===== src/hdl/rps_pkg.sv =====
// Package for the report packetizer: field widths, channel codes, default sizes
// and the control word that steers the byte cell chain. No dependencies.
package rps_pkg;

    localparam int BYTE_W = 8;
    localparam int SUM_W  = 16;

    localparam int FRAMED_PAYLOAD_DEF = 61;
    localparam int PLAIN_PAYLOAD_DEF  = 62;
    localparam int REPORT_BYTES_DEF   = 64;

    localparam logic CH_FRAMED = 1'b0;
    localparam logic CH_PLAIN  = 1'b1;

    typedef struct packed {
        logic load;   // write the input byte into the addressed cell
        logic shift;  // move every byte one cell toward the head
    } t_cell_ctl;

endpackage


===== src/hdl/rps_cell.sv =====
// One byte cell of the payload chain: loads a new byte or takes its neighbor's.
// Depends on rps_pkg.
module rps_cell
    import rps_pkg::*;
(
    input  logic              i_clk,
    input  logic              i_load,
    input  logic              i_shift,
    input  logic [BYTE_W-1:0] i_load_byte,
    input  logic [BYTE_W-1:0] i_nbr_byte,
    output logic [BYTE_W-1:0] o_byte
);

    logic [BYTE_W-1:0] r_byte;

    always_ff @(posedge i_clk) begin
        if (i_load) begin
            r_byte <= i_load_byte;
        end else if (i_shift) begin
            r_byte <= i_nbr_byte;
        end
    end

    assign o_byte = r_byte;

endmodule


===== src/hdl/rps_chain.sv =====
// Row of byte cells holding the buffered payload; the head cell feeds the output.
// Depends on rps_pkg and rps_cell.
module rps_chain
    import rps_pkg::*;
#(
    parameter int DEPTH = PLAIN_PAYLOAD_DEF,
    parameter int IW    = (DEPTH > 1) ? $clog2(DEPTH) : 1
) (
    input  logic              i_clk,
    input  t_cell_ctl         i_ctl,
    input  logic [IW-1:0]     i_idx,
    input  logic [BYTE_W-1:0] i_byte,
    output logic [BYTE_W-1:0] o_head
);

    logic [BYTE_W-1:0] w_cell [DEPTH];

    for (genvar g = 0; g < DEPTH; g++) begin : g_cell
        logic [BYTE_W-1:0] w_nbr;
        if (g == DEPTH - 1) begin : g_tail
            assign w_nbr = w_cell[g];
        end else begin : g_mid
            assign w_nbr = w_cell[g+1];
        end
        rps_cell u_cell (
            .i_clk       (i_clk),
            .i_load      (i_ctl.load && (i_idx == IW'(g))),
            .i_shift     (i_ctl.shift),
            .i_load_byte (i_byte),
            .i_nbr_byte  (w_nbr),
            .o_byte      (w_cell[g])
        );
    end

    assign o_head = w_cell[0];

endmodule


===== src/hdl/report_packetizer_with_sum.sv =====
// Report packetizer with byte sum: top level with fill control, emitter and output stage.
// Depends on rps_pkg, rps_chain and rps_cell.
//
// A flushing byte starts the emitter, which loads each word into the output stage register.
// Throughput: one input word per cycle while filling; a flush then emits REPORT_BYTES
// words (framed) or the held count (plain), one per cycle unless the output stalls,
// driven by the position counter that walks the cell chain; input is held off meanwhile.
// Reset (synchronous, active low) clears link_up, the fill count, the sum, the emitter
// state and the output valid flag; the payload cells and output data are not cleared.
module report_packetizer_with_sum
    import rps_pkg::*;
#(
    parameter int FRAMED_PAYLOAD = FRAMED_PAYLOAD_DEF,
    parameter int PLAIN_PAYLOAD  = PLAIN_PAYLOAD_DEF,
    parameter int REPORT_BYTES   = REPORT_BYTES_DEF
) (
    input  logic              i_clk,
    input  logic              i_rst_n,
    // configuration: link_up
    input  logic              i_cfg_we,
    input  logic              i_cfg_wdata,
    // input stream
    input  logic              s_tvalid,
    output logic              s_tready,
    input  logic [BYTE_W-1:0] s_tdata,   // [7:0] data_byte
    input  logic              s_tuser,   // [0] channel
    input  logic              s_tlast,   // end_of_message
    // output stream
    output logic              m_tvalid,
    input  logic              m_tready,
    output logic [BYTE_W-1:0] m_tdata,   // [7:0] out_byte
    output logic              m_tlast    // end_of_packet
);

    // One shared store serves both channels, so it is as deep as the larger payload.
    localparam int STORE_DEPTH = (PLAIN_PAYLOAD > FRAMED_PAYLOAD) ? PLAIN_PAYLOAD
                                                                   : FRAMED_PAYLOAD;
    localparam int IW   = (STORE_DEPTH > 1) ? $clog2(STORE_DEPTH) : 1;
    localparam int CW   = $clog2(STORE_DEPTH + 1);
    // Position counter must reach REPORT_BYTES-1 and compare against count+2.
    localparam int SPAN = (REPORT_BYTES > STORE_DEPTH + 3) ? REPORT_BYTES : STORE_DEPTH + 3;
    localparam int PW   = $clog2(SPAN);

    localparam logic [CW-1:0] FRAMED_CAP = CW'(FRAMED_PAYLOAD);
    localparam logic [CW-1:0] PLAIN_CAP  = CW'(PLAIN_PAYLOAD);
    localparam logic [PW-1:0] LAST_POS   = PW'(REPORT_BYTES - 1);

    logic              r_link;
    logic [CW-1:0]     r_cnt, n_cnt;
    logic [SUM_W-1:0]  r_sum, n_sum;
    logic              r_emit, n_emit;
    logic              r_chan, n_chan;
    logic [PW-1:0]     r_pos, n_pos;
    logic              r_ovalid, n_ovalid;
    logic [BYTE_W-1:0] r_obyte, n_obyte;
    logic              r_olast, n_olast;

    logic              w_accept;
    logic              w_store;
    logic [CW-1:0]     w_cap;
    logic [CW-1:0]     w_base;
    logic [CW-1:0]     w_cnt_inc;
    logic [SUM_W-1:0]  w_sum_base;
    logic              w_flush;
    logic              w_adv;
    logic [PW-1:0]     w_n_ext;
    logic [BYTE_W-1:0] w_head;
    logic              w_last;
    t_cell_ctl         w_ctl;

    // Hold off input while emitting; a byte may still enter while the last word waits.
    assign s_tready = !r_emit;
    assign w_accept = s_tvalid && s_tready;
    assign w_store  = w_accept && r_link;

    // Discard held bytes if the buffer is already full for this byte's channel.
    assign w_cap      = (s_tuser == CH_PLAIN) ? PLAIN_CAP : FRAMED_CAP;
    assign w_base     = (r_cnt >= w_cap) ? '0 : r_cnt;
    assign w_sum_base = (r_cnt >= w_cap) ? '0 : r_sum;
    assign w_cnt_inc  = w_base + CW'(1);
    assign w_flush    = (w_cnt_inc == w_cap) || s_tlast;

    // Advance the emitter when the output stage is free or being drained.
    assign w_adv   = r_emit && (!r_ovalid || m_tready);
    assign w_n_ext = PW'(r_cnt);

    always_comb begin
        w_ctl.load  = w_store;
        w_ctl.shift = 1'b0;
        n_obyte     = r_obyte;
        n_olast     = r_olast;
        w_last      = 1'b0;
        if (r_chan == CH_PLAIN) begin
            n_obyte     = w_head;
            w_ctl.shift = w_adv;
            w_last      = (r_pos == w_n_ext - PW'(1));
        end else begin
            w_last = (r_pos == LAST_POS);
            if (r_pos == '0) begin
                n_obyte = BYTE_W'(r_cnt);
            end else if (r_pos <= w_n_ext) begin
                n_obyte     = w_head;
                w_ctl.shift = w_adv;
            end else if (r_pos == w_n_ext + PW'(1)) begin
                n_obyte = r_sum[SUM_W-1 -: BYTE_W];
            end else if (r_pos == w_n_ext + PW'(2)) begin
                n_obyte = r_sum[BYTE_W-1:0];
            end else begin
                n_obyte = '0;
            end
        end
        if (!w_adv) begin
            n_obyte = r_obyte;
        end else begin
            n_olast = w_last;
        end
    end

    always_comb begin
        n_cnt    = r_cnt;
        n_sum    = r_sum;
        n_emit   = r_emit;
        n_chan   = r_chan;
        n_pos    = r_pos;
        n_ovalid = r_ovalid;
        if (m_tready) begin
            n_ovalid = 1'b0;
        end
        if (w_store) begin
            // Store the byte, then hand the packet to the emitter if it closes one.
            n_cnt = w_cnt_inc;
            n_sum = w_sum_base + SUM_W'(s_tdata);
            if (w_flush) begin
                n_emit = 1'b1;
                n_chan = s_tuser;
                n_pos  = '0;
            end
        end
        if (w_adv) begin
            n_ovalid = 1'b1;
            n_pos    = r_pos + PW'(1);
            if (w_last) begin
                n_emit = 1'b0;
                n_cnt  = '0;
                n_sum  = '0;
            end
        end
    end

    always_ff @(posedge i_clk) begin
        if (!i_rst_n) begin
            r_link   <= 1'b0;
            r_cnt    <= '0;
            r_sum    <= '0;
            r_emit   <= 1'b0;
            r_chan   <= CH_FRAMED;
            r_pos    <= '0;
            r_ovalid <= 1'b0;
        end else begin
            if (i_cfg_we) begin
                r_link <= i_cfg_wdata;
            end
            r_cnt    <= n_cnt;
            r_sum    <= n_sum;
            r_emit   <= n_emit;
            r_chan   <= n_chan;
            r_pos    <= n_pos;
            r_ovalid <= n_ovalid;
        end
    end

    always_ff @(posedge i_clk) begin
        r_obyte <= n_obyte;
        r_olast <= n_olast;
    end

    rps_chain #(
        .DEPTH (STORE_DEPTH),
        .IW    (IW)
    ) u_chain (
        .i_clk  (i_clk),
        .i_ctl  (w_ctl),
        .i_idx  (w_base[IW-1:0]),
        .i_byte (s_tdata),
        .o_head (w_head)
    );

    assign m_tvalid = r_ovalid;
    assign m_tdata  = r_obyte;
    assign m_tlast  = r_olast;

    // Fill count never runs past the store.
    a_cnt_bound: assert property (@(posedge i_clk) disable iff (!i_rst_n)
        r_cnt <= CW'(STORE_DEPTH))
        else $error("fill count beyond store depth");

    // A byte that closes a packet starts the emitter.
    a_flush_starts: assert property (@(posedge i_clk) disable iff (!i_rst_n)
        (w_store && w_flush) |=> r_emit)
        else $error("flush did not start emission");

    // Plain emission never reads past the held count.
    a_plain_pos: assert property (@(posedge i_clk) disable iff (!i_rst_n)
        (r_emit && r_chan == CH_PLAIN) |-> (r_pos < w_n_ext))
        else $error("plain emission past held bytes");

    // Finishing a packet leaves the buffer empty.
    a_done_clears: assert property (@(posedge i_clk) disable iff (!i_rst_n)
        $fell(r_emit) |-> (r_cnt == '0 && r_sum == '0))
        else $error("buffer not cleared after packet");

endmodule

===== config.mk =====
export PLATFORM = sky130hd
export DESIGN_NAME = report_packetizer_with_sum
export DESIGN_NICKNAME = d
export VERILOG_FILES = /design/src/hdl/rps_pkg.sv /design/src/hdl/rps_cell.sv /design/src/hdl/rps_chain.sv /design/src/hdl/report_packetizer_with_sum.sv
export SDC_FILE = /design/constraint.sdc
export NUM_CORES = 1
export LEC_CHECK = 0
export BUFFER_PORTS_ARGS = -buffer_cell sky130_fd_sc_hd__clkbuf_2
export CAP_MARGIN = 5
export CORE_MARGIN = 8
export CORE_UTILIZATION = 47
export CTS_CLUSTER_SIZE = 30
export DETAILED_ROUTE_END_ITERATION = 6
export PLACE_DENSITY = 0.69
export SLEW_MARGIN = 15
export SYNTH_ARGS = -nofsm -noshare
export SYNTH_HDL_FRONTEND = slang
export SYNTH_SLANG_ARGS = --single-unit

===== constraint.sdc =====
create_clock -name i_clk -period 7.25 [get_ports i_clk]
set_clock_uncertainty 0.05 [all_clocks]
set_input_delay 0.725 -clock i_clk [delete_from_list [all_inputs] [get_ports i_clk]]
set_output_delay 0.725 -clock i_clk [all_outputs]
set_load 0.02 [all_outputs]

==> Yosys cells after proc, flatten, opt, wreduce, memory -nomap -nowiden <==
Index checks and enable logic that the tools add are counted.
{ "totals": {"reg_bits": 538} }
{ "op_classes": {"n_lt_le_gt_ge": 2, "add_sub_neg": 6, "muxes": 149, "reduce_logical": 137, "n_eq_ne": 66} }
{ "op_table": {"columns": ["op", "count"], "rows": [
  ["8-bit 2-to-1 mux", 127],
  ["6-bit == test (second input constant)", 30],
  ["2-bit nonzero test", 64],
  ["6-bit by 5-bit == test with 1-bit output (second input constant)", 16],
  ["1-bit logical AND", 65],
  ["16-bit 2-to-1 mux", 4],
  ["6-bit by 4-bit == test with 1-bit output (second input constant)", 8],
  ["6-bit by 3-bit == test with 1-bit output (second input constant)", 4],
  ["6-bit 2-to-1 mux", 4],
  ["7-bit == test", 3],
  ["7-bit 2-to-1 mux", 3],
  ["16-bit by 8-bit adder with 16-bit output", 1],
  ["6-bit by 2-bit == test with 1-bit output (second input constant)", 2],
  ["1-bit 2-to-1 mux", 10],
  ["6-bit by 1-bit adder with 7-bit output (second input constant)", 1],
  ["6-bit by 2-bit adder with 7-bit output (second input constant)", 1],
  ["7-bit by 1-bit adder with 7-bit output (second input constant)", 1],
  ["7-bit by 6-bit == test with 1-bit output (second input constant)", 1],
  ["7-bit by 6-bit <= comparator with 1-bit output", 1],
  ["7-bit zero test", 1],
  ["6-bit by 1-bit subtractor with 7-bit output (second input constant)", 1],
  ["6-bit by 1-bit adder with 6-bit output (second input constant)", 1],
  ["6-bit by 1-bit == test with 1-bit output (second input constant)", 1],
  ["6-bit == test", 1],
  ["other kinds (6)", 9]
]} }

==> Longest topological paths before layout <==
{ "depth": {"word_depth": 10, "depth_mapped": 16} }

==> By module <==
A second synthesis with hierarchy kept.
{ "hier_totals": {"hier_cells": 1614, "area_unflattened_um2": 27186.1} }
{ "modules_own_cells": {"columns": ["module", "area_each_um2", "cells_per_inst", "instances"], "rows": [
  ["rps_cell", 377.9, 18, 62],
  ["report_packetizer_with_sum", 3296.9, 407, 1],
  ["rps_chain", 461.7, 91, 1]
]} }

==> Worst setup path after synthesis <==
Ideal clock, no wire load.
{ "synth_path": {"path_type": "input to register", "from": "in s_tuser", "to": "reg r_sum[14]", "slack_ns": 3.237, "setup_time_ns": 0.088, "stages": 15, "t_arrival_ns": 3.875, "path_cell_list": "inv_1 > ha_1 > nand2b_1 > a21oi_1 > nor2_1 > clkbuf_1 > nor2_1 > ha_1 > fa_1 > a21oi_1 > o21ai_0 > a221oi_1 > nor2_1 > a31o_2 > a311oi_2"} }
{ "synth_via": {"elab_chain_len": 7} }
{ "synth_lines": {"columns": ["element", "line", "rtl"], "rows": [
  ["start: declaration", "report_packetizer_with_sum.sv:26", "input logic s_tuser,"],
  ["2-bit 2-to-1 mux *", "report_packetizer_with_sum.sv:77", "assign w_cap = (s_tuser == CH_PLAIN) ? PLAIN_CAP : FRAMED_CAP;"],
  ["6-bit greater-or-equal comparator *", "report_packetizer_with_sum.sv:79", "assign w_sum_base = (r_cnt >= w_cap) ? '0 : r_sum;"],
  ["16-bit 2-to-1 mux *", "report_packetizer_with_sum.sv:79", null],
  ["16-bit by 8-bit adder with 16-bit output *", "report_packetizer_with_sum.sv:132", "n_sum = w_sum_base + SUM_W'(s_tdata);"],
  ["16-bit 2-to-1 mux *", "report_packetizer_with_sum.sv:129", "if (w_store) begin"],
  ["16-bit 2-to-1 mux", "report_packetizer_with_sum.sv:142", "if (w_last) begin"],
  ["16-bit 2-to-1 mux *", "report_packetizer_with_sum.sv:139", "if (w_adv) begin"],
  ["end signal: assignment", "report_packetizer_with_sum.sv:164", "r_sum <= n_sum;"],
  ["end: declaration", "report_packetizer_with_sum.sv:50", "logic [SUM_W-1:0] r_sum, n_sum;"]
]} }
Mark *: on every way between the ends. The rest lies on a longest branch, timed or not.
A chain may end at the register's enable or synchronous reset.

==> Final worst setup path <==
{ "layout_path": {"from": "reg r_cnt[0]", "to": "reg u_chain.g_cell[40].u_cell.r_byte[3], enable pin"} }
{ "layout_via": {"elab_chain_len": 5, "word_cells_on_any_way": 9, "classes_between": "order compare: 2; eq/ne: 1; mux: 4; reduce/logical: 2"} }
{ "layout_lines": {"columns": ["element", "line", "rtl"], "rows": [
  ["start: declaration", "report_packetizer_with_sum.sv:49", "logic [CW-1:0] r_cnt, n_cnt;"],
  ["start signal: assignment", "report_packetizer_with_sum.sv:163", "r_cnt <= n_cnt;"],
  ["6-bit greater-or-equal comparator or 7-bit by 6-bit <= comparator with 1-bit output (tied branches)", "report_packetizer_with_sum.sv:78, report_packetizer_with_sum.sv:101", null],
  ["6-bit 2-to-1 mux or 1-bit 2-to-1 mux (tied branches)", "report_packetizer_with_sum.sv:78, report_packetizer_with_sum.sv:101", null],
  ["6-bit == test or 1-bit 2-to-1 mux (tied branches)", "rps_chain.sv:27, report_packetizer_with_sum.sv:99", null],
  ["1-bit logical AND or 1-bit 2-to-1 mux (tied branches)", "rps_chain.sv:27, report_packetizer_with_sum.sv:93", null],
  ["2-bit nonzero test (no line) *", null, null],
  ["end signal: assignment", "rps_cell.sv:18", "r_byte <= i_load_byte;"],
  ["end signal: assignment", "rps_cell.sv:20", "r_byte <= i_nbr_byte;"],
  ["end: declaration", "rps_cell.sv:14", "logic [BYTE_W-1:0] r_byte;"]
]} }
Marked as above.

==> flow_metrics.py <==
metrics = {
    "status": {
        "outcome": "finished clean",
    },
    "drt": {
        "ant_nets": 0,
        "routedWlPerCell_um": 21.16,
        "drt_iter0_drc": 1097,
        "viasPerCell": 5.727,
        "drc": 0,
        "dr.pass1.iters": 5,
        "vias": 13550,
        "wirelength_mm": 50.08,
    },
    "timing": {
        "grt_setup_unrepaired": "false",
        "setup-violations-final": 0,
        "slew_violations": 0,
        "tightest_slew_ns": 1.197,
        "setup_ws_ns": 2.121,
        "max-slew-margin-rel_pct": 19.91,
        "hold_violations": 0,
        "timing.setup.tns_ns": 0,
        "min_period_ns": 5.129,
        "max_freq_ghz": 0.1950,
        "fin_crit_sh_pct": 70.74,
    },
    "clocking": {
        "cts_sinks": 538,
        "hold_buffers": 0,
        "cts_max_level": 2,
        "cts_tree": "done",
        "cts-root-buf": "clkbuf_16",
        "cts_buffer_depth": 3,
        "numCtsBuffers": 55,
        "path_clk_slew_ns": 0.06,
        "clk_latency_ns": 0.60,
        "cts_post_setup_buffers_inserted": 0,
        "ctsResizeCount": 0,
    },
    "logic_synthesis": {
        "netlist_top_cells_area": "edfxtp_1, mux2_2, dfxtp_1",
        "postSynthNetCount": 1671,
        "syn_area_sq_um": 24680,
        "synth_ff_type": "edfxtp_1",
        "yosys_warnings": 0,
        "syn-instance-count": 1627,
        "synth.distinct_cells": 65,
        "yosys.area.top_type": "edfxtp_1",
        "synth-seq-area-share_pct": 64.12,
        "syn_avg_cell_area_sq_um": 15.17,
        "ys_ff_latch": 538,
        "synth_edf_count": 505,
        "ys_async_sr_fraction_pct": 0,
        "synth_top_area_share_pct": 61.44,
    },
    "place": {
        "numPortBuffers": 26,
        "place_congestion": 0.8039,
        "post-place-ws_ns": 2.218,
        "post-dp-hpwl_mm": 30.08,
        "placed_area_sq_um": 25410,
    },
    "cells_and_area": {
        "final_cell_area_sq_um": 27200,
        "final_common_cell": "edfxtp_1",
        "drive_gt1_share_pct": 37.51,
        "nNetsFinal": 1675,
        "synthToLayoutAreaGrowth_pct": 10.21,
        "fill_cells": 4207,
        "layout_common_cells": "edfxtp_1, mux2_2, nand2_1",
    },
    "setup_path": {
        "worstPathCellList": "inv_1 -> ha_1 -> nand2b_1 -> a21oi_1 -> nor2_1 -> nor2_1 -> inv_1 -> ha_1 -> nand2_1 -> o21ai_0",
        "cp_slowest_cell": "o21ai_0",
        "cpPeakStageDelay_ns": 0.94,
        "critPathCaptureType": "flop",
        "arrival_ns": 5.30,
        "path_buf_inv": 2,
        "crit_family": "simple AND/OR/NAND/NOR gates",
        "critPathKind": "reg2reg",
        "path_max_fanout": 17,
        "startpoint_type": "flop",
        "cp.required_ns": 7.42,
    },
    "floorplanning": {
        "start_util_pct": 47.25,
        "fp.dieW_um": 245.2,
        "design.core.area_sq_um": 52240,
        "die_h_um": 245.2,
        "row_count": 84,
        "io_pins": 27,
        "fp.dieArea_sq_um": 60110,
    },
    "power_and_ir_drop": {
        "ir_worst_vdd_uv": 179.1,
        "p_per_area_nw_per_um2": 232.3,
        "leakagePower_nw": 8.586,
    },
    "grt": {
        "grt_pass1_wl_mm": 79.31,
        "antenna_found_initial": 0,
        "gr-usage-all-layers_pct": 16.53,
        "grt_max_degree": 64,
        "grt_pass1_vias": 13990,
        "globalRoute.totalOverflow": 0,
    },
    "flow_run": {
        "max_cap_viol_count": 0,
    },
    "min_path": {
        "hold_path_class": "in2reg",
    },
}
## registers in the layout, indices dropped and copies added (netlist names)
register,cells
u_chain.g_cell.u_cell.o_byte,496
r_sum,16
m_tdata,8
r_pos,7
r_cnt,6
m_tlast,1
m_tvalid,1
r_chan,1
r_emit,1
r_link,1
## final timing paths
| kind | endpoint | slack [ns] | start | depth (start not counted) |
|---|---|---|---|---|
| max reg2reg | u_chain.g_cell[40].u_cell.o_byte[3] | 2.12 | r_cnt[0] | 10 |
| min reg2reg | r_sum[0] | 0.41 | r_sum[0] | 2 |
| max | u_chain.g_cell[40].u_cell.o_byte[3] | 2.12 | r_cnt[0] | 10 |
| min | r_link | 0.35 | i_cfg_wdata | 3 |
## kinds of logic after synthesis
| kind of cell | Yosys count | synth area share (%) |
|---|---|---|
| AO/OA/AOI/OAI | 143 | 3.903 |
| XOR/XNOR | 23 | 0.8162 |
| adder cells (fa/ha/maj) | 28 | 1.450 |
| buffers and inverters | 128 | 2.094 |
| flip-flops | 538 | 64.12 |
| multiplexers | 493 | 22.47 |
| AND/OR/NAND/NOR | 274 | 5.155 |
## Yosys cell counts, types with 4 or more instances
library cell,n
nand2_1,115
buf_2,5
nand4_1,5
nand3b_1,8
nand2b_1,4
o21a_1,4
nor4_1,8
clkbuf_1,80
xnor2_1,14
nor2b_1,5
a21oi_1,30
xor2_1,9
ha_1,27
nor2_2,4
nor3_1,11
edfxtp_1,505
a21o_1,6
mux2i_1,5
nor2_1,60
o22ai_1,6
buf_1,4
o221a_2,6
dfxtp_1,33
or3_1,5
a211o_1,7
inv_1,34
nand3_1,27
mux2_2,488
nor3b_1,4
o21ai_0,47
a211oi_1,5
and3_1,6
## worst reg2reg max path: cells and delay by family (launching register included)
kind                       cells  cell delay [ns]
and+or+nand+nor                4             1.48
adders and majority gates      2             1.07
AOI/OAI and AO/OA              2             1.07
DFF                            1             0.70
buffers and inverters          2             0.38
## layer usage
metal  routed length, um  vias up  track usage, %
met5                   0        -               0
met4                1175        0           4.925
met3                2394       72           2.641
met2               23320      300           26.33
met1               23180     6922           23.20
li1                    -     6255               -
## final cells by class
class	instances	area, sq um	share of cell area (%)
Clock buffer	67	1443	5.303
Inverter	34	127.6	0.4691
Antenna cell	1	2.502	0.009199
Sequential cell	538	15830	58.17
Clock inverter	36	345.3	1.269
Multi-Input combinational cell	961	8357	30.72
Tap cell	688	860.8	3.164
Timing Repair Buffer	41	242.7	0.8923
## report_power, final
part / internal, mW / total [mW] / switching (mW)
clock: 1.63 / 2.81 / 1.18
sequential: 3.36 / 3.36 / 0.00491
combinational: 0.0354 / 0.142 / 0.107
## stage by stage
stage | instances | utilization, % | power [mW] | hold slack [ns]
2_1_floorplan | 1627 | - | 3.512 | 0.3797
3_3_place_gp | 2262 | 48.64 | 3.568 | 0.3916
3_5_place_dp | 2262 | 48.64 | 3.571 | 0.3996
4_1_cts | 2365 | 52.06 | 6.377 | 0.3180
5_1_grt | 2365 | 52.07 | 6.508 | 0.3551
6_report | 2366 | 52.08 | 6.319 | 0.3499
No activity file was read; power rests on OpenSTA's default activity.
